### src/rtl/rrtsm_pkg.sv
// Shared types and constants for the round-robin thread and semaphore manager.
package rrtsm_pkg;

  localparam int MAX_THREADS = 16;
  localparam int NUM_SEMS    = 4;
  localparam int TID_W       = 4;
  localparam int SID_W       = 2;
  localparam int CNT_W       = 17;
  localparam int NTHR_W      = 5;
  localparam int VAL_W       = 64;
  localparam logic [CNT_W-1:0] LIMIT_RESET = 17'd65536;

  typedef enum logic [2:0] {
    MODE_TICK    = 3'd0,
    MODE_CREATE  = 3'd1,
    MODE_EXIT    = 3'd2,
    MODE_JOIN    = 3'd3,
    MODE_SINIT   = 3'd4,
    MODE_SWAIT   = 3'd5,
    MODE_SPOST   = 3'd6,
    MODE_SDESTROY = 3'd7
  } mode_t;

  typedef enum logic [2:0] {
    STAT_OK       = 3'd0,
    STAT_DEADLOCK = 3'd1,
    STAT_NOTHREAD = 3'd2,
    STAT_INVALID  = 3'd3,
    STAT_OVERFLOW = 3'd4,
    STAT_UNINIT   = 3'd5,
    STAT_FULL     = 3'd6
  } status_t;

  typedef enum logic [1:0] {
    TS_READY   = 2'd0,
    TS_RUNNING = 2'd1,
    TS_BLOCKED = 2'd2,
    TS_EXITED  = 2'd3
  } tstate_t;

  typedef struct packed {
    tstate_t            st;
    logic               jv;
    logic [TID_W-1:0]   jid;
  } thr_entry_t;

  typedef enum logic [3:0] {
    S_IDLE,
    S_CUR,
    S_CREATE,
    S_TGT,
    S_POST,
    S_WAKE,
    S_BLOCK,
    S_SCAN_RD,
    S_SCAN_CHK,
    S_DONE
  } fsm_t;

endpackage

### src/rtl/rrtsm_ram.sv
// Generic single-write, single-read RAM with registered read data.
module rrtsm_ram #(
  parameter int WIDTH = 8,
  parameter int DEPTH = 16
) (
  input  logic                     clk,
  input  logic                     we,
  input  logic [$clog2(DEPTH)-1:0] waddr,
  input  logic [WIDTH-1:0]         wdata,
  input  logic [$clog2(DEPTH)-1:0] raddr,
  output logic [WIDTH-1:0]         rdata
);

  logic [WIDTH-1:0] mem [DEPTH];

  always_ff @(posedge clk) begin
    if (we) begin
      mem[waddr] <= wdata;
    end
    rdata <= mem[raddr];
  end

endmodule

### src/rtl/round_robin_thread_semaphore_manager.sv
// From the accepting edge most events go through S_CUR to S_DONE; create adds S_CREATE,
// a post that wakes a waiter adds S_POST and S_WAKE, and a round-robin scan adds S_SCAN_RD and S_SCAN_CHK per entry.
// The scan reads one thread-table entry at a time through the table RAM read port.
// busy is high from the cycle after the transfer through the done cycle; one event at a time.
// done pulses one cycle with the result; the receiver cannot stall it.
// Reset (rst, synchronous): no threads, current 0, semaphores uninitialized, limit 65536.
module round_robin_thread_semaphore_manager
  import rrtsm_pkg::*;
(
  input  logic               clk,
  input  logic               rst,
  input  logic               start,
  output logic               busy,
  input  logic [2:0]         mode,
  input  logic [TID_W-1:0]   join_tid,
  input  logic [SID_W-1:0]   sem_index,
  input  logic [CNT_W-1:0]   sem_initial,
  input  logic [VAL_W-1:0]   exit_value,
  input  logic               sem_count_limit_we,
  input  logic [CNT_W-1:0]   sem_count_limit,
  output logic               done,
  output logic [2:0]         status_code,
  output logic [TID_W-1:0]   running_thread,
  output logic               woken_valid,
  output logic [TID_W-1:0]   woken_thread,
  output logic [VAL_W-1:0]   value_out,
  output logic               none_runnable
);

  localparam int FA_W = SID_W + TID_W;

  fsm_t state, state_next;
  mode_t md, md_next;
  logic [TID_W-1:0] tgt, tgt_next;
  logic [SID_W-1:0] si, si_next;
  logic [CNT_W-1:0] init, init_next;
  logic [VAL_W-1:0] xv, xv_next;
  logic [TID_W-1:0] cur, cur_next;
  logic [NTHR_W-1:0] nthr, nthr_next;
  logic [NTHR_W-1:0] nrun, nrun_next;
  logic [NTHR_W-1:0] k, k_next;
  logic [TID_W-1:0] idx, idx_next;
  status_t st, st_next;
  logic wv, wv_next;
  logic [TID_W-1:0] wt, wt_next;
  logic [VAL_W-1:0] vout, vout_next;
  thr_entry_t cur_ent, cur_ent_next;
  logic [CNT_W-1:0] lim;

  logic [CNT_W-1:0]  cnt [NUM_SEMS];
  logic [CNT_W-1:0]  cnt_next [NUM_SEMS];
  logic              finit [NUM_SEMS];
  logic              finit_next [NUM_SEMS];
  logic [TID_W-1:0]  head [NUM_SEMS];
  logic [TID_W-1:0]  head_next [NUM_SEMS];
  logic [TID_W-1:0]  tail [NUM_SEMS];
  logic [TID_W-1:0]  tail_next [NUM_SEMS];
  logic [NTHR_W-1:0] fcnt [NUM_SEMS];
  logic [NTHR_W-1:0] fcnt_next [NUM_SEMS];

  logic             t_we;
  logic [TID_W-1:0] t_waddr, t_raddr;
  thr_entry_t       t_wdata, t_rdata, e;
  logic             f_we;
  logic [FA_W-1:0]  f_waddr, f_raddr;
  logic [TID_W-1:0] f_wdata, f_rdata;
  logic             crun;
  logic [TID_W-1:0] first_idx;

  rrtsm_ram #(.WIDTH($bits(thr_entry_t)), .DEPTH(MAX_THREADS)) u_thr_ram (
    .clk   (clk),
    .we    (t_we),
    .waddr (t_waddr),
    .wdata (t_wdata),
    .raddr (t_raddr),
    .rdata (t_rdata)
  );

  rrtsm_ram #(.WIDTH(TID_W), .DEPTH(NUM_SEMS * MAX_THREADS)) u_fifo_ram (
    .clk   (clk),
    .we    (f_we),
    .waddr (f_waddr),
    .wdata (f_wdata),
    .raddr (f_raddr),
    .rdata (f_rdata)
  );

  assign e    = t_rdata;
  assign crun = (nthr != '0) && (e.st == TS_RUNNING);
  assign first_idx = (({1'b0, cur} + 5'd1) == nthr) ? '0 : cur + 4'd1;

  always_comb begin
    state_next   = state;
    md_next      = md;
    tgt_next     = tgt;
    si_next      = si;
    init_next    = init;
    xv_next      = xv;
    cur_next     = cur;
    nthr_next    = nthr;
    nrun_next    = nrun;
    k_next       = k;
    idx_next     = idx;
    st_next      = st;
    wv_next      = wv;
    wt_next      = wt;
    vout_next    = vout;
    cur_ent_next = cur_ent;
    cnt_next     = cnt;
    finit_next   = finit;
    head_next    = head;
    tail_next    = tail;
    fcnt_next    = fcnt;
    t_we    = 1'b0;
    t_waddr = cur;
    t_wdata = '0;
    t_raddr = cur;
    f_we    = 1'b0;
    f_waddr = {si, tail[si]};
    f_wdata = cur;
    f_raddr = {si, head[si]};
    case (state)
      S_IDLE: begin
        if (start) begin
          md_next    = mode_t'(mode);
          tgt_next   = join_tid;
          si_next    = sem_index;
          init_next  = sem_initial;
          xv_next    = exit_value;
          st_next    = STAT_OK;
          wv_next    = 1'b0;
          wt_next    = '0;
          vout_next  = '0;
          state_next = S_CUR;
        end
      end
      S_CUR: begin
        cur_ent_next = e;
        k_next       = 5'd1;
        idx_next     = first_idx;
        case (md)
          MODE_TICK: begin
            if (nthr == '0) begin
              state_next = S_DONE;
            end else begin
              if (e.st == TS_RUNNING) begin
                t_we    = 1'b1;
                t_wdata = '{st: TS_READY, jv: e.jv, jid: e.jid};
              end
              state_next = S_SCAN_RD;
            end
          end
          MODE_CREATE: begin
            if (nthr == '0) begin
              t_we      = 1'b1;
              t_waddr   = '0;
              t_wdata   = '{st: TS_RUNNING, jv: 1'b0, jid: '0};
              cur_next  = '0;
              nthr_next = 5'd1;
              nrun_next = nrun + 5'd1;
            end
            state_next = S_CREATE;
          end
          MODE_EXIT: begin
            if (!crun) begin
              st_next    = STAT_INVALID;
              state_next = S_DONE;
            end else begin
              t_we      = 1'b1;
              t_wdata   = '{st: TS_EXITED, jv: 1'b0, jid: '0};
              nrun_next = nrun - 5'd1;
              if (e.jv) begin
                wv_next    = 1'b1;
                wt_next    = e.jid;
                vout_next  = xv;
                t_raddr    = e.jid;
                state_next = S_WAKE;
              end else begin
                state_next = S_SCAN_RD;
              end
            end
          end
          MODE_JOIN: begin
            if (nthr == '0 || tgt == cur) begin
              st_next    = STAT_DEADLOCK;
              state_next = S_DONE;
            end else if (!crun) begin
              st_next    = STAT_INVALID;
              state_next = S_DONE;
            end else if ({1'b0, tgt} >= nthr) begin
              st_next    = STAT_NOTHREAD;
              state_next = S_DONE;
            end else begin
              t_raddr    = tgt;
              state_next = S_TGT;
            end
          end
          MODE_SINIT: begin
            state_next = S_DONE;
            if (init > lim || fcnt[si] != '0) begin
              st_next = STAT_INVALID;
            end else begin
              cnt_next[si]   = init;
              finit_next[si] = 1'b1;
              head_next[si]  = '0;
              tail_next[si]  = '0;
            end
          end
          default: begin
            state_next = S_DONE;
            if (!finit[si]) begin
              st_next = STAT_UNINIT;
            end else if (md == MODE_SWAIT) begin
              if (!crun) begin
                st_next = STAT_INVALID;
              end else if (cnt[si] != '0) begin
                cnt_next[si] = cnt[si] - 17'd1;
              end else if (fcnt[si] >= NTHR_W'(MAX_THREADS)) begin
                st_next = STAT_FULL;
              end else begin
                f_we          = 1'b1;
                tail_next[si] = tail[si] + 4'd1;
                fcnt_next[si] = fcnt[si] + 5'd1;
                state_next    = S_BLOCK;
              end
            end else if (md == MODE_SPOST) begin
              if (cnt[si] >= lim) begin
                st_next = STAT_OVERFLOW;
              end else if (fcnt[si] != '0) begin
                state_next = S_POST;
              end else begin
                cnt_next[si] = cnt[si] + 17'd1;
              end
            end else begin
              if (fcnt[si] != '0) begin
                st_next = STAT_INVALID;
              end else begin
                finit_next[si] = 1'b0;
                cnt_next[si]   = '0;
              end
            end
          end
        endcase
      end
      S_CREATE: begin
        state_next = S_DONE;
        if (nthr >= NTHR_W'(MAX_THREADS)) begin
          st_next = STAT_FULL;
        end else begin
          t_we      = 1'b1;
          t_waddr   = nthr[TID_W-1:0];
          t_wdata   = '{st: TS_READY, jv: 1'b0, jid: '0};
          nthr_next = nthr + 5'd1;
          nrun_next = nrun + 5'd1;
          vout_next = VAL_W'(nthr);
        end
      end
      S_TGT: begin
        if (e.st == TS_EXITED) begin
          st_next    = STAT_NOTHREAD;
          state_next = S_DONE;
        end else if (e.jv) begin
          st_next    = STAT_INVALID;
          state_next = S_DONE;
        end else begin
          t_we       = 1'b1;
          t_waddr    = tgt;
          t_wdata    = '{st: e.st, jv: 1'b1, jid: cur};
          state_next = S_BLOCK;
        end
      end
      S_POST: begin
        head_next[si] = head[si] + 4'd1;
        fcnt_next[si] = fcnt[si] - 5'd1;
        wv_next       = 1'b1;
        wt_next       = f_rdata;
        t_raddr       = f_rdata;
        state_next    = S_WAKE;
      end
      S_WAKE: begin
        t_we      = 1'b1;
        t_waddr   = wt;
        t_wdata   = '{st: TS_READY, jv: e.jv, jid: e.jid};
        nrun_next = nrun + 5'd1;
        state_next = (md == MODE_EXIT) ? S_SCAN_RD : S_DONE;
      end
      S_BLOCK: begin
        t_we       = 1'b1;
        t_wdata    = '{st: TS_BLOCKED, jv: cur_ent.jv, jid: cur_ent.jid};
        nrun_next  = nrun - 5'd1;
        state_next = S_SCAN_RD;
      end
      S_SCAN_RD: begin
        t_raddr    = idx;
        state_next = S_SCAN_CHK;
      end
      S_SCAN_CHK: begin
        if (e.st == TS_READY || e.st == TS_RUNNING) begin
          cur_next   = idx;
          t_we       = 1'b1;
          t_waddr    = idx;
          t_wdata    = '{st: TS_RUNNING, jv: e.jv, jid: e.jid};
          state_next = S_DONE;
        end else if (k == nthr) begin
          state_next = S_DONE;
        end else begin
          k_next     = k + 5'd1;
          idx_next   = (({1'b0, idx} + 5'd1) == nthr) ? '0 : idx + 4'd1;
          state_next = S_SCAN_RD;
        end
      end
      S_DONE: begin
        state_next = S_IDLE;
      end
      default: begin
        state_next = S_IDLE;
      end
    endcase
  end

  always_ff @(posedge clk) begin
    if (rst) begin
      state <= S_IDLE;
      cur   <= '0;
      nthr  <= '0;
      nrun  <= '0;
      lim   <= LIMIT_RESET;
      for (int i = 0; i < NUM_SEMS; i++) begin
        cnt[i]   <= '0;
        finit[i] <= 1'b0;
        head[i]  <= '0;
        tail[i]  <= '0;
        fcnt[i]  <= '0;
      end
    end else begin
      state <= state_next;
      cur   <= cur_next;
      nthr  <= nthr_next;
      nrun  <= nrun_next;
      if (sem_count_limit_we) begin
        lim <= sem_count_limit;
      end
      cnt   <= cnt_next;
      finit <= finit_next;
      head  <= head_next;
      tail  <= tail_next;
      fcnt  <= fcnt_next;
    end
  end

  always_ff @(posedge clk) begin
    md      <= md_next;
    tgt     <= tgt_next;
    si      <= si_next;
    init    <= init_next;
    xv      <= xv_next;
    k       <= k_next;
    idx     <= idx_next;
    st      <= st_next;
    wv      <= wv_next;
    wt      <= wt_next;
    vout    <= vout_next;
    cur_ent <= cur_ent_next;
  end

  assign busy           = (state != S_IDLE);
  assign done           = (state == S_DONE);
  assign status_code    = st;
  assign running_thread = cur;
  assign woken_valid    = wv;
  assign woken_thread   = wt;
  assign value_out      = vout;
  assign none_runnable  = (nrun == '0);

endmodule

### config.mk
export PLATFORM = sky130hd
export DESIGN_NAME = round_robin_thread_semaphore_manager
export DESIGN_NICKNAME = d
export VERILOG_FILES = /design/src/rtl/rrtsm_pkg.sv /design/src/rtl/rrtsm_ram.sv /design/src/rtl/round_robin_thread_semaphore_manager.sv
export SDC_FILE = /design/constraint.sdc
export NUM_CORES = 1
export LEC_CHECK = 0
export ABC_AREA = 1
export CAP_MARGIN = 20
export CORE_MARGIN = 2
export CORE_UTILIZATION = 25
export DETAILED_ROUTE_END_ITERATION = 16
export DONT_BUFFER_PORTS = 1
export GPL_ROUTABILITY_DRIVEN = 0
export SETUP_SLACK_MARGIN = 0.05
export SLEW_MARGIN = 20
export SYNTH_ARGS = -nofsm -noshare
export SYNTH_HDL_FRONTEND = slang
export SYNTH_SLANG_ARGS = --single-unit
### constraint.sdc
create_clock -name clk -period 13.3 [get_ports clk]
set_clock_uncertainty 0.1 [all_clocks]
set_input_delay 0.665 -clock clk [delete_from_list [all_inputs] [get_ports clk]]
set_output_delay 0.665 -clock clk [all_outputs]
set_load 0.02 [all_outputs]
==> results list, run 1 <==
* Ports: 190
* Number of hold violations in the final report: 0
- Crit path launch type: flip-flop
- Hold Crit Class: input pin to flip-flop
* Static leakage: ~16 nW
* Outcome: finished clean
- The clock passes through at most 3 buffers.
- During synthesis, Yosys emitted a total of 0 warnings.
* Req. time, crit path: about 14 ns
- Reg2Reg Launch Point: si[0]
* Top achievable clock speed: a little under 200 MHz
- DR vias: approximately 28,000
- STA classifies the critical path endpoint as a flip-flop.
- Number of nets in the layout: approximately 4,200
- Net count after synthesis: 4,212
* Core region area: approximately 0.14 mm^2
- Per report_power, the combinational group accounts for between 20 and 30% of the total.
- In this run the tightest slew margin relative to its limit is around a quarter.
* End point of the worst hold path: si[0]
* Met3 Track Usage GR: approximately 3.2%
* Number of setup violations in the final report: 0
* Number of iterations in the first detailed-routing pass: 6
* IR drop worst, VDD: ~0.00014 V
- Effective utilization at floorplan: 25.2%
- Transition time at the pin with the least slew margin: roughly 1.1 ns
- The clock reaches the later pin of the worst-skew pair after around 0.67 ns.
* Worst-case reg-to-reg path depth: 23
- After detailed routing, the number of vias per cell comes to between 4 and 5.
* HP Start: sem_index[0]
- Leaving out fill and tap cells, the most frequent cell in the layout is sky130_fd_sc_hd__nand2_1.
- Global-route wire length before repair: approximately 160 mm
- Global-route congestion overflow total: 0
- Pin count of the biggest net entering global routing: 97
* Register-to-register path setup slack: about 8 ns
- Buffers inserted during clock tree synthesis total 72.
- Once detail routing completed, the nets flagged for antenna violations numbered 0.
- Met2 Use GR: approximately a quarter
- Switching power share of the total: between 30% and 40%
- The floorplan has 137 rows.
- Counting flops and latches in the post-synthesis netlist gives between 700 and 800.
- The worst hold path passes through 0 cells.
* Post-Route Setup TNS: 0 ns
- Per report_power, the sequential group accounts for ~45% of the total.
- For this block, the initial DRC count from the detailed router was between 2,000 and 3,000.
- Number of maximum-capacitance constraint violations: 0
- Die Ht: approximately 380 um
* Classification of the worst setup path: flip-flop to flip-flop
- Number of cells produced by synthesis: just over 4,000
- Worst reg2reg path endpoint: cnt[41]
- Post-synthesis sequential area ratio: 56.1%
- Cell accounting for the most synthesized area: sky130_fd_sc_hd__edfxtp_1
- The via count of the first global-routing pass is roughly 28,000.
- The worst path uses 39.1% of the clock period.
- Relative to the synthesized area, the layout overhead comes to 15.1%.
* Post-DR wirelength/cell: between 15 and 20 um
* Arrival time reported for the critical path endpoint: 5.68 ns
- Setup repair after global routing left no endpoint under its margin.
* Commonest register cell after synthesis: sky130_fd_sc_hd__edfxtp_1
- Initial antenna violation count: 2
- The internal portion of the total power is about 4.5 mW.
- EDFF count, synth: ~540
- During placement, the flow inserted port buffers numbering 0.
* Post-synthesis async set-or-reset flop share: 0%
* Met1 track demand over resource: a little under a fifth
- The layer flagged by global routing as most heavily used is met2.
* Maximum fanout encountered on the critical timing path: 29
- For this run, design rule violations remaining after detail routing come to 0.
- Tot GR Track Use: between 10% and 20%
- In the layout the commonest cells are sky130_fd_sc_hd__nand2_1, sky130_fd_sc_hd__nor2_1, sky130_fd_sc_hd__edfxtp_1, sky130_fd_sc_hd__inv_1, sky130_fd_sc_hd__o21ai_0.
- Power spread over the standard cell area amounts to 177 mW/mm^2.
- The floorplan step set the die width to between 300 and 400 um.
* Half-perimeter wire length after placement: between 60 and 70 mm
* Clock edge transition at the registers on the reported setup and hold paths: ~0.06 ns
- Once the clock tree was built, the setup fixing pass inserted 0 buffers.
- CTS tree: yes
- The number of pins exceeding their max-slew limit in the final report is 0.
* H-tree depth reported by CTS: 3
- Avg Synthesized Cell Area: 8.68 um^2
- Net switching power: 2.68 mW
* Number of sinks driven by the clock tree: roughly 710
- Cells with a size suffix above 1 make up under 10% of the layout.
- After synthesis, the cell types taking the most area are sky130_fd_sc_hd__edfxtp_1, sky130_fd_sc_hd__nand2_1, sky130_fd_sc_hd__dfxtp_1.
* Clock Root Buffer: sky130_fd_sc_hd__clkbuf_16
- Yosys mapped the design onto 62 distinct sky130hd cell types.
* Worst hold-check slack: 0.0309 ns
- The die covers 0.144 mm^2.
- Counting I/O delays and the setup requirement, the final critical path takes about 5.2 ns.
- Clock Power Share: between 20 and 30%
- Netlist Area Pre-Place: roughly 0.035 mm^2
- The synthesized design devotes to its leading area cell type roughly 46% of total area.
- Total detailed-routing wirelength: ~110 mm
[critical path: stages (launching register included)]
cell                       delay (ns)
sky130_fd_sc_hd__edfxtp_1        0.33
sky130_fd_sc_hd__buf_4           0.35
sky130_fd_sc_hd__inv_1           0.26
sky130_fd_sc_hd__nor2_4          0.35
sky130_fd_sc_hd__buf_4           0.46
sky130_fd_sc_hd__nand2_2         0.09
sky130_fd_sc_hd__nand4_1         0.21
sky130_fd_sc_hd__ha_1            0.32
sky130_fd_sc_hd__nand2_1         0.11
sky130_fd_sc_hd__inv_1           0.05
sky130_fd_sc_hd__nand2_1         0.06
sky130_fd_sc_hd__nand2_1         0.08
sky130_fd_sc_hd__nand2_1         0.07
sky130_fd_sc_hd__nand2_1         0.05
sky130_fd_sc_hd__nand2_1         0.05
sky130_fd_sc_hd__nand4_1         0.25
sky130_fd_sc_hd__nand2_1         0.21
sky130_fd_sc_hd__inv_1           0.07
sky130_fd_sc_hd__nor2_2          0.19
sky130_fd_sc_hd__nand4_1         0.73
sky130_fd_sc_hd__buf_4           0.50
sky130_fd_sc_hd__nand2_1         0.08
sky130_fd_sc_hd__nand2_1         0.05
sky130_fd_sc_hd__nor2_1          0.11
[Yosys cell counts, types with 4 or more instances]
cell and count:
sky130_fd_sc_hd__a211oi_1 12, sky130_fd_sc_hd__a21oi_1 133, sky130_fd_sc_hd__a21oi_2 4, sky130_fd_sc_hd__a221oi_1 4
sky130_fd_sc_hd__a22o_1 4, sky130_fd_sc_hd__a22oi_1 9, sky130_fd_sc_hd__buf_1 16, sky130_fd_sc_hd__buf_2 50
sky130_fd_sc_hd__buf_6 9, sky130_fd_sc_hd__clkbuf_1 103, sky130_fd_sc_hd__clkinv_1 4, sky130_fd_sc_hd__dfxtp_1 170
sky130_fd_sc_hd__edfxtp_1 544, sky130_fd_sc_hd__ha_1 52, sky130_fd_sc_hd__inv_1 424, sky130_fd_sc_hd__inv_2 5
sky130_fd_sc_hd__nand2_1 958, sky130_fd_sc_hd__nand2_2 11, sky130_fd_sc_hd__nand3_1 276, sky130_fd_sc_hd__nand3b_1 23
sky130_fd_sc_hd__nand4_1 60, sky130_fd_sc_hd__nor2_1 610, sky130_fd_sc_hd__nor2_2 27, sky130_fd_sc_hd__nor2_4 6
sky130_fd_sc_hd__nor2_8 4, sky130_fd_sc_hd__nor3_1 25, sky130_fd_sc_hd__o2111ai_1 7, sky130_fd_sc_hd__o211ai_1 43
sky130_fd_sc_hd__o21a_1 4, sky130_fd_sc_hd__o21ai_0 285, sky130_fd_sc_hd__o21ai_1 35, sky130_fd_sc_hd__o21ai_2 4
sky130_fd_sc_hd__o221ai_1 16, sky130_fd_sc_hd__o22ai_1 22, sky130_fd_sc_hd__or2_2 18, sky130_fd_sc_hd__xnor2_1 5
sky130_fd_sc_hd__xor2_1 26
[stage by stage]
step	area, um^2	cells	power, mW	utilization [%]	setup WS [ns]
3_3_place_gp	37100	5788	5.03	26.6	8.45
4_1_cts	40500	6012	7.18	29.0	8.25
3_5_place_dp	37100	5788	5.05	26.6	8.28
2_1_floorplan	35200	4049	4.40	-	8.00
5_1_grt	40400	6012	7.50	29.0	7.88
6_report	40500	6013	7.16	29.0	8.10
[cells by family (layout without fill, tap and decap cells)]
logic type                 after synthesis  count (layout)  synth area share, %
other                                    0               1                    0
xor gates and xnor gates                31              31                0.772
AOI/OAI and AO/OA                      598             598                 9.63
and+or+nand+nor                       2038            2038                 24.6
DFF                                    714             714                 56.1
adders and majority gates               52              52                 1.85
buffers and inverters                  616             703                 7.00
[power by group through the flow]
| stage | Combinational [mW] | Clock [mW] | Sequential (mW) |
|---|---|---|---|
| after detailed placement | 1.81 | 0 | 3.24 |
| after global placement | 1.79 | 0 | 3.25 |
| final | 1.85 | 2.11 | 3.20 |
| after CTS | 1.84 | 2.15 | 3.20 |
| after global routing | 2.04 | 2.23 | 3.23 |
| after floorplan | 1.25 | 0 | 3.15 |
[repair_timing]
| action | CTS | global route |
|---|---|---|
| resized for setup | 0 | 0 |
| hold endpoints to repair | 114 | 0 |
| setup endpoints to repair | 0 | 0 |
| hold buffers | 91 | 0 |
[routing by layer]
layer,up-vias,share of wire (%)
met5,-,0.013
met4,2,3.0
met3,210,8.3
met2,1150,47
met1,13517,42
li1,13563,-
[worst max path at each step]
stage | start | to | slack [ns] | depth (start not counted)
2_1_floorplan | state[3] | init[0] | 8.00 | 5
3_3_place_gp | si[0] | cnt[42] | 8.45 | 23
3_5_place_dp | si[0] | cnt[42] | 8.28 | 22
4_1_cts | si[0] | cnt[41] | 8.25 | 23
5_1_grt | si[0] | cnt[40] | 7.88 | 23
6_report | si[0] | cnt[41] | 8.10 | 23
[registers in the layout, summed over array words and instances (netlist names), 17 cells and up, named ones only]
| name | cells |
|---|---|
| fcnt | 20 |
| u_thr_ram.mem | 112 |
| init | 17 |
| xv | 64 |
| cnt | 68 |
| value_out | 64 |
| lim | 17 |
| u_fifo_ram.mem | 256 |
[area by class of cell]
class | instances | area (um^2)
antenna | 1 | 2.50
clock buffer | 89 | 1940
clock inverter | 44 | 513
fill | 14649 | 99100
inverter | 435 | 1640
multi-input combinational | 2719 | 13000
sequential | 714 | 19700
tap | 1876 | 2350
timing repair buffer | 135 | 1240
No activity file was read; power rests on OpenSTA's default activity.
==> run 2: changes to the inputs <==
--- a/config.mk
+++ b/config.mk
@@ -5,7 +5,7 @@
 export SDC_FILE = /design/constraint.sdc
 export NUM_CORES = 1
 export LEC_CHECK = 0
-export ABC_AREA = 1
+export ABC_AREA = 0
 export CAP_MARGIN = 20
 export CORE_MARGIN = 2
 export CORE_UTILIZATION = 25
==> constraint.sdc (replaced) <==
create_clock -name clk -period 4.39 [get_ports clk]
set_clock_uncertainty 0.1 [all_clocks]
set_input_delay 0.2195 -clock clk [delete_from_list [all_inputs] [get_ports clk]]
set_output_delay 0.2195 -clock clk [all_outputs]
set_load 0.02 [all_outputs]
==> run 2 against run 1 <==
Effect of this change:
- worst setup slack lost 8.0 ns
- clock-buffer cell count rose by 10
- synthesized area shrank 11%
- combinational power increased by 29%
- highest routed layer is now met4
- maximum frequency is 20% higher
- critical path depth fell by 15
- via count decreased by 28%
- cell area down 7.1%
- non-clock buffer count increased by 73
- sequential power grew to 2.8 times the previous value
- critical endpoint is now u_fifo_ram.mem[38][1]
==> results list, run 2 <==
* Outcome: finished clean
- EDFF count, synth: between 500 and 600
- The layout has ~12,000 filler cells.
* Total detailed-routing wirelength: ~83 mm
- Hold Crit Class: input pin to flip-flop
- Number of hold violations in the final report: 0
- Leaving out fill and tap cells, the most frequent cell in the layout is sky130_fd_sc_hd__edfxtp_1.
* Sum of buffers and inverters on the critical path: 1
- Across the run, the number of max-cap violations was 0.
- Ratio of cells with drive above 1 in the final layout: 14.2%
- At the worst endpoint, the required time is around 4.6 ns.
- Crit path launch type: flip-flop
* Number of warnings printed during yosys synthesis: 0
- 190 I/O pins were placed.
- Standard-cell row count: 129
- Effective utilization at floorplan: around a quarter
- The initial antenna violation count came to 1.
- Number of unique standard cell types used by synthesis: 82
* Dominant cell by count in the synthesized netlist: sky130_fd_sc_hd__edfxtp_1
- Global routing consumed, over all layers together, approximately an eighth of the routing resources.
- On the worst path, the slowest cell contributes a delay of approximately 0.70 ns.
- Die Ht: roughly 360 um
- The worst path needs roughly 4.3 ns of the cycle, external delays included.
- After global routing the overflow that remains totals 0.
* Antenna-violating nets left: 0
* Number of buffers created by CTS: 77
- Inst Count DP: 3,925
- Across all layers, the routed design uses slightly above 20,000 vias.
- Cell family contributing the most delay on the critical path: simple AND/OR/NAND/NOR gates
- Clock-pin slew was measured on the worst setup and hold paths at roughly 0.060 ns.
- Measured along the x axis, the die boundary spans ~360 um.
- In the routed layout, each cell is associated on average with a via count of between 4 and 5.
* Post-route core utilization: 30.3%
* Post-Layout Cell Count: about 4,200
* Net count after synthesis: around 2,500
* Number of buffer cells added on primary ports: 0
* Number of setup violations in the final report: 0
* Busiest metal layer after global routing: met2
* Avg Synthesized Cell Area: 13.4 um^2
* Area growth from synthesis to layout: 19.8%
- Entering global routing, the biggest net connects 90 pins.
- Counting every sink on the clock net gives 714.
- H-tree depth reported by CTS: 3
- Netlist Area Pre-Place: roughly 0.031 mm^2
- Total Die Area: around 0.13 mm^2
- Setup repair after global routing could not meet its margin everywhere.
* Static leakage: 12.5 nW
- Post-DR wirelength/cell: ~20 um
* Post-Place Worst Slack: around 0.096 ns
- For this run, asynchronously set or reset flops after synthesis account for 0%.
- For this design the ratio of total power to cell area is ~480 mW/mm^2.
* Met1 track demand over resource: between 10% and 20%
- Before antenna repair, the detailed router went through 6 iterations.
* Post-synthesis sequential area ratio: between 60% and 70%
- The synthesized design contains slightly above 700 register bits.
* Worst-path cell chain: buf_12 > mux4_2 > or4_1 > nand2b_4 > or4_1 > nor2_1 > nand2_1 > nor2_1
* IR drop worst, VDD: ~0.00027 V
- The via count of the first global-routing pass came to 19,756.
* Largest buffer count on any clock path: 3
- STA classifies the critical path endpoint as a flip-flop.
- For this run, design rule violations remaining after detail routing come to 0.
* Transition time at the pin with the least slew margin: 1.10 ns
- The most used flip-flop cell after synthesis is sky130_fd_sc_hd__edfxtp_1.
- In the finished design, the share of the clock period the worst path needs comes to just under 100%.
* Half-perimeter wire length after placement: between 50 and 60 mm
* Met2 Use GR: roughly a fifth
* Top library cells by usage in the layout, fill and taps aside: sky130_fd_sc_hd__edfxtp_1, sky130_fd_sc_hd__nor2_1, sky130_fd_sc_hd__dfxtp_1, sky130_fd_sc_hd__mux2i_1, sky130_fd_sc_hd__nand2_1
* Number of flip-flops in the largest register: 256
- Register with the most flip-flops: u_fifo_ram.mem
- Standard cell with the maximum stage delay on the critical path: sky130_fd_sc_hd__or4_1
* Final standard cell area without fillers: around 0.038 mm^2
- Classification of the worst setup path: flip-flop to flip-flop
* Core region area: roughly 0.12 mm^2
- Pins Over Slew Limit: 0
* Overall power: about 18 mW
- The largest registers in the layout are u_fifo_ram.mem x256, u_thr_ram.mem x112, cnt x68.
- Global-route wire length before repair: about 120 mm
* Clock Root Buffer: sky130_fd_sc_hd__clkbuf_16
* CTS tree: yes
- Data arrives at the worst endpoint at approximately 4.5 ns.
- In this run the worst path has a maximum fanout of 25.
- Measured against its own limit, the worst slew margin works out to around a quarter.
- Post-route setup slack: roughly 0.063 ns
- Timing would allow up to approximately 230 MHz.
- After the first detailed-routing iteration, the DRC count stood at between 2,000 and 2,500.
- Sorting the synthesized cells by how often they occur yields sky130_fd_sc_hd__edfxtp_1, sky130_fd_sc_hd__nor2_1, sky130_fd_sc_hd__dfxtp_1, sky130_fd_sc_hd__mux2i_1, sky130_fd_sc_hd__nand2_1.
* Post-Place Cell Area: roughly 0.034 mm^2
- Number of cells produced by synthesis: roughly 2,300
* Cell accounting for the most synthesized area: sky130_fd_sc_hd__edfxtp_1
- After synthesis, the largest area contributor takes up a little over half of total cell area.
- Ranked by total cell area, the synthesized netlist is headed by sky130_fd_sc_hd__edfxtp_1, sky130_fd_sc_hd__dfxtp_1, sky130_fd_sc_hd__mux4_2.
- In the global route stage, met3 resource usage came out at approximately 3.1%.
- Number of nets in the layout: 2,656
- The clock reaches the later pin of the worst-skew pair after about 0.65 ns.
==> run 2: layer usage <==
metal	share of wire, %	routed length [um]
met4	1.9	1600
met1	45	37800
met3	8.0	6710
met5	0	0
met2	45	37400
==> run 2: cell type report <==
class / count / area (um^2) / share of cell area (%)
timing repair buffer: 208 / 1980 / 5.27
antenna: 1 / 2.50 / 0.00666
clock buffer: 99 / 2110 / 5.62
clock inverter: 44 / 571 / 1.52
sequential: 714 / 19700 / 52.5
multi-input combinational: 1437 / 10900 / 29.1
tap: 1637 / 2050 / 5.45
inverter: 55 / 206 / 0.549
==> run 2: metrics by stage <==
| stage | setup TNS (ns) | hold WS [ns] |
|---|---|---|
| 5_1_grt | -9.87 | 0.0547 |
| 3_5_place_dp | 0 | 0.218 |
| 2_1_floorplan | 0 | 0.218 |
| 4_1_cts | 0 | 0.0276 |
| 3_3_place_gp | 0 | 0.218 |
| 6_report | 0 | 0.0438 |
==> run 2: cell families (layout without fill, tap and decap cells) <==
family                   count (synthesis)  count (layout)  share of synthesized area [%]
XOR/XNOR                                49              49                           1.37
AND/OR/NAND/NOR                        663             663                           10.3
other                                    0               1                              0
AO/OA/AOI/OAI                          416             416                           8.58
flip-flops                             714             714                           62.9
multiplexers                           257             257                           12.3
buffers and inverters                  194             406                           2.51
adder cells (fa/ha/maj)                 52              52                           2.07
==> run 2: report_power, final <==
part / internal (mW) / switching, mW
Sequential: 8.05 / 0.801
Combinational: 0.833 / 1.55
Clock: 4.03 / 2.77
Total: 12.9 / 5.12
==> run 2: final timing paths <==
path / start / endpoint / slack (ns) / cells past startpoint
min reg2reg: fcnt[2] / fcnt[2] / 0.35 / 2
max: si[0] / u_fifo_ram.mem[38][1] / 0.06 / 8
min: start / xv[43] / 0.04 / 1
max reg2reg: si[0] / u_fifo_ram.mem[38][1] / 0.06 / 8
==> run 2: repair_timing <==
item	in CTS	in global routing
hold buffers	125	0
hold endpoints to repair	198	0
gates resized for setup	1	22
pin swaps	0	1
setup endpoints to repair	1	242
setup buffers	0	1
==> run 3: changes to the inputs <==
--- a/config.mk
+++ b/config.mk
@@ -12,7 +12,8 @@
 export DETAILED_ROUTE_END_ITERATION = 16
 export DONT_BUFFER_PORTS = 1
 export GPL_ROUTABILITY_DRIVEN = 0
-export SETUP_SLACK_MARGIN = 0.05
+export SETUP_SLACK_MARGIN = 0.2
+export SKIP_LAST_GASP = 1
 export SLEW_MARGIN = 20
 export SYNTH_ARGS = -nofsm -noshare
 export SYNTH_HDL_FRONTEND = slang
==> constraint.sdc (replaced) <==
create_clock -name clk -period 4.39 [get_ports clk]
set_clock_uncertainty 0.1 [all_clocks]
set_input_delay 0 -clock clk [delete_from_list [all_inputs] [get_ports clk]]
set_output_delay 0 -clock clk [all_outputs]
set_load 0.02 [all_outputs]
==> run 3 against run 2 <==
Effect of this change:
- clock-buffer cell count decreased by 1
- die area unchanged
- total power rose by 0.20%
- worst hold slack better by 0.27 ns
- maximum frequency is 4.1% higher
- global-route usage up 0.23 points
- via count is 1.6% higher
- wire length grew 1.8%
- critical path depth unchanged
- sequential power hardly changed
- critical endpoint is now u_fifo_ram.mem[27][0]
- largest cell class unchanged
==> results list, run 3 (same netlist as run 2, synthesis figures left out) <==
- Diode count: 0
- Req. time, crit path: 4.57 ns
* Clock edge transition at the registers on the reported setup and hold paths: 0.06 ns
- The worst setup path is captured at a flip-flop.
* Inst Count DP: between 3,000 and 4,000
* Overall power: roughly 18 mW
* Die Ht: ~360 um
- In the global route stage, overall resource usage came out at around 13%.
- Area growth from synthesis to layout: 23.7%
- On the critical path the largest part of the delay comes from simple AND/OR/NAND/NOR gates.
- Crit path launch type: flip-flop
- Top achievable clock speed: roughly 240 MHz
- After the last flow step, the layout net total stands at between 2,000 and 3,000.
- Registers with the highest flip-flop counts: u_fifo_ram.mem x256, u_thr_ram.mem x112, cnt x68
* Slowest Stage Delay on Critical Path: approximately 0.74 ns
* Largest buffer count on any clock path: 3
- The number of pins exceeding their max-slew limit in the final report was 0.
- Ratio of cells with drive above 1 in the final layout: ~15%
- For this design the static power due to leakage is 13.0 nW.
* Core region area: approximately 0.12 mm^2
* Via-per-instance ratio: just under 5
- Across the VDD grid, the largest voltage drop is between 0.0002 and 0.0003 V.
- Transition time at the pin with the least slew margin: about 1.2 ns
- In the routed design, unresolved DRC markers number 0.
* Final critical delay including setup and external delays: between 4 and 5 ns
- At the placement stage, the worst setup path has a slack of just over 0.004 ns.
- Total Die Area: 0.128 mm^2
- The top cell types in the final layout, fill and taps aside, are sky130_fd_sc_hd__edfxtp_1, sky130_fd_sc_hd__dlygate4sd3_1, sky130_fd_sc_hd__dfxtp_1, sky130_fd_sc_hd__mux2i_1, sky130_fd_sc_hd__nor2_1.
- Global-route congestion overflow total: 0
- Standard cell with the maximum stage delay on the critical path: sky130_fd_sc_hd__or4_1
- Via count of the first global-routing pass: between 20,000 and 25,000
* CTS tree: yes
- X dimension of the die: ~360 um
- For this block, the via count after detailed routing is 20,661.
- H-tree depth reported by CTS: 3
- Worst-path cell chain: buf_12 > mux4_2 > or4_1 > nand2b_4 > or4_1 > nor2_4 > nand2_2 > nor2_1
* Hold Crit Class: input pin to flip-flop
- Number of sinks driven by the clock tree: approximately 710
* Maximum fanout encountered on the critical timing path: 25
- Power Density: around 470 mW/mm^2
- Counting both buffers and inverters, the worst setup path holds a total of 1.
- Most common cell after layout, fill and taps aside: sky130_fd_sc_hd__edfxtp_1
- Number of setup violations in the final report: 0
* Ports: 190
* Number of maximum-capacitance constraint violations: 0
* Number of flip-flops in the largest register: 256
- Most used cell along the critical path: sky130_fd_sc_hd__or4_1
* Total detailed-routing wirelength: about 85 mm
* Worst max-slew margin expressed relative to the limit: around a fifth
- Detailed placement finished with a half-perimeter wire length of approximately 56 mm.
* Post-DR wirelength/cell: ~20 um
- More flip-flops sit in one register than any other, and that register is u_fifo_ram.mem.
- The count of nets left with antenna violations once routing finished came out at 0.
* Unrepaired setup endpoints after global routing: true
- Leaving out filler cells and counting taps, the final layout contains about 4,300.
- For the worst setup path, the data arrival time is 4.34 ns.
- The run finished with clean final reports.
* Initial antenna violation count: 0
* Insertion delay of the later-clocked pin in the worst-skew pair: roughly 0.66 ns
- Number of hold violations in the final report: 0
- Effective utilization at floorplan: between 20% and 30%
- Fin crit share: 94.6%
- Port buffering added 0 buffers.
- Entering global routing, the biggest net connects 97 pins.
- Adding up every negative setup slack in the final design gives 0 ns.
* Global-route wire length before repair: approximately 130 mm
- The worst setup path is of the flip-flop to flip-flop kind.
- Counting the buffers created by CTS gives approximately 80.
* Number of iterations in the first detailed-routing pass: 8
* Clock Root Buffer: sky130_fd_sc_hd__clkbuf_16
- Standard-cell row count: 129
- Post-route setup slack: approximately 0.24 ns
- After the first detailed-routing iteration, the DRC count stood at around 2,400.
[run 3: cell count changes in the layout (fill, tap and decap cells not counted), moves of 5 or more]
cell and delta:
sky130_fd_sc_hd__nor2_2 +39, sky130_fd_sc_hd__nor2_1 -42, sky130_fd_sc_hd__clkinv_2 -6, sky130_fd_sc_hd__clkbuf_16 +5, sky130_fd_sc_hd__clkinv_1 +7, sky130_fd_sc_hd__clkbuf_1 -5
sky130_fd_sc_hd__dlygate4sd3_1 +110
[run 3: layer usage]
metal	wire (um)	track usage, %	share of wire, %
met3	6800	3.48	8.0
met1	38100	17.6	45
met4	2050	3.56	2.4
met5	0	0	0
met2	38000	19.9	45
[run 3: timing repair]
action | 4_1_cts | 5_1_grt
hold endpoints to repair | 280 | 0
gates resized for setup | 20 | 57
buffers inserted | 1 | 1
setup endpoints to repair | 263 | 277
pin swaps | 1 | 2
hold buffers | 235 | 0
[run 3: through the flow]
step / hold slack (ns) / util [%] / instance area [um^2]
finish: 0.311 / 31.3 / 38800
global route: 0.361 / 31.3 / 38800
CTS: 0.272 / 31.1 / 38700
detailed placement: -0.00108 / 27.1 / 33600
global placement: -0.00107 / 27.1 / 33600
floorplan: -0.00113 / - / 31400
[run 3: worst reg2reg max path: stages (launching register included)]
cell,delay (ns)
sky130_fd_sc_hd__edfxtp_1,0.37
sky130_fd_sc_hd__buf_12,0.23
sky130_fd_sc_hd__mux4_2,0.69
sky130_fd_sc_hd__or4_1,0.58
sky130_fd_sc_hd__nand2b_4,0.19
sky130_fd_sc_hd__or4_1,0.74
sky130_fd_sc_hd__nor2_4,0.25
sky130_fd_sc_hd__nand2_2,0.27
sky130_fd_sc_hd__nor2_1,0.38
[run 3: final timing paths]
path                start                     to  slack [ns]  cells after the start
setup / recovery    si[0]  u_fifo_ram.mem[27][0]        0.24                      8
hold / removal      start               state[3]        0.31                      4
setup reg to reg    si[0]  u_fifo_ram.mem[27][0]        0.24                      8
hold reg to reg   fcnt[2]                fcnt[2]        0.35                      2
[run 3: layout make-up]
| type | count | area, um^2 |
|---|---|---|
| clock buffers | 98 | 2200 |
| clock inverters | 41 | 438 |
| fillers | 12083 | 85300 |
| inverters | 55 | 206 |
| multi-input cells | 1437 | 11100 |
| flip-flops and latches | 714 | 19700 |
| well taps | 1637 | 2050 |
| repair buffers | 319 | 3100 |
[run 3: power breakdown]
| group | switching [mW] | internal (mW) | total [mW] |
|---|---|---|---|
| Clock | 2.75 | 3.94 | 6.70 |
| Combinational | 1.60 | 0.913 | 2.51 |
| Sequential | 0.811 | 8.05 | 8.86 |
| Total | 5.17 | 12.9 | 18.1 |
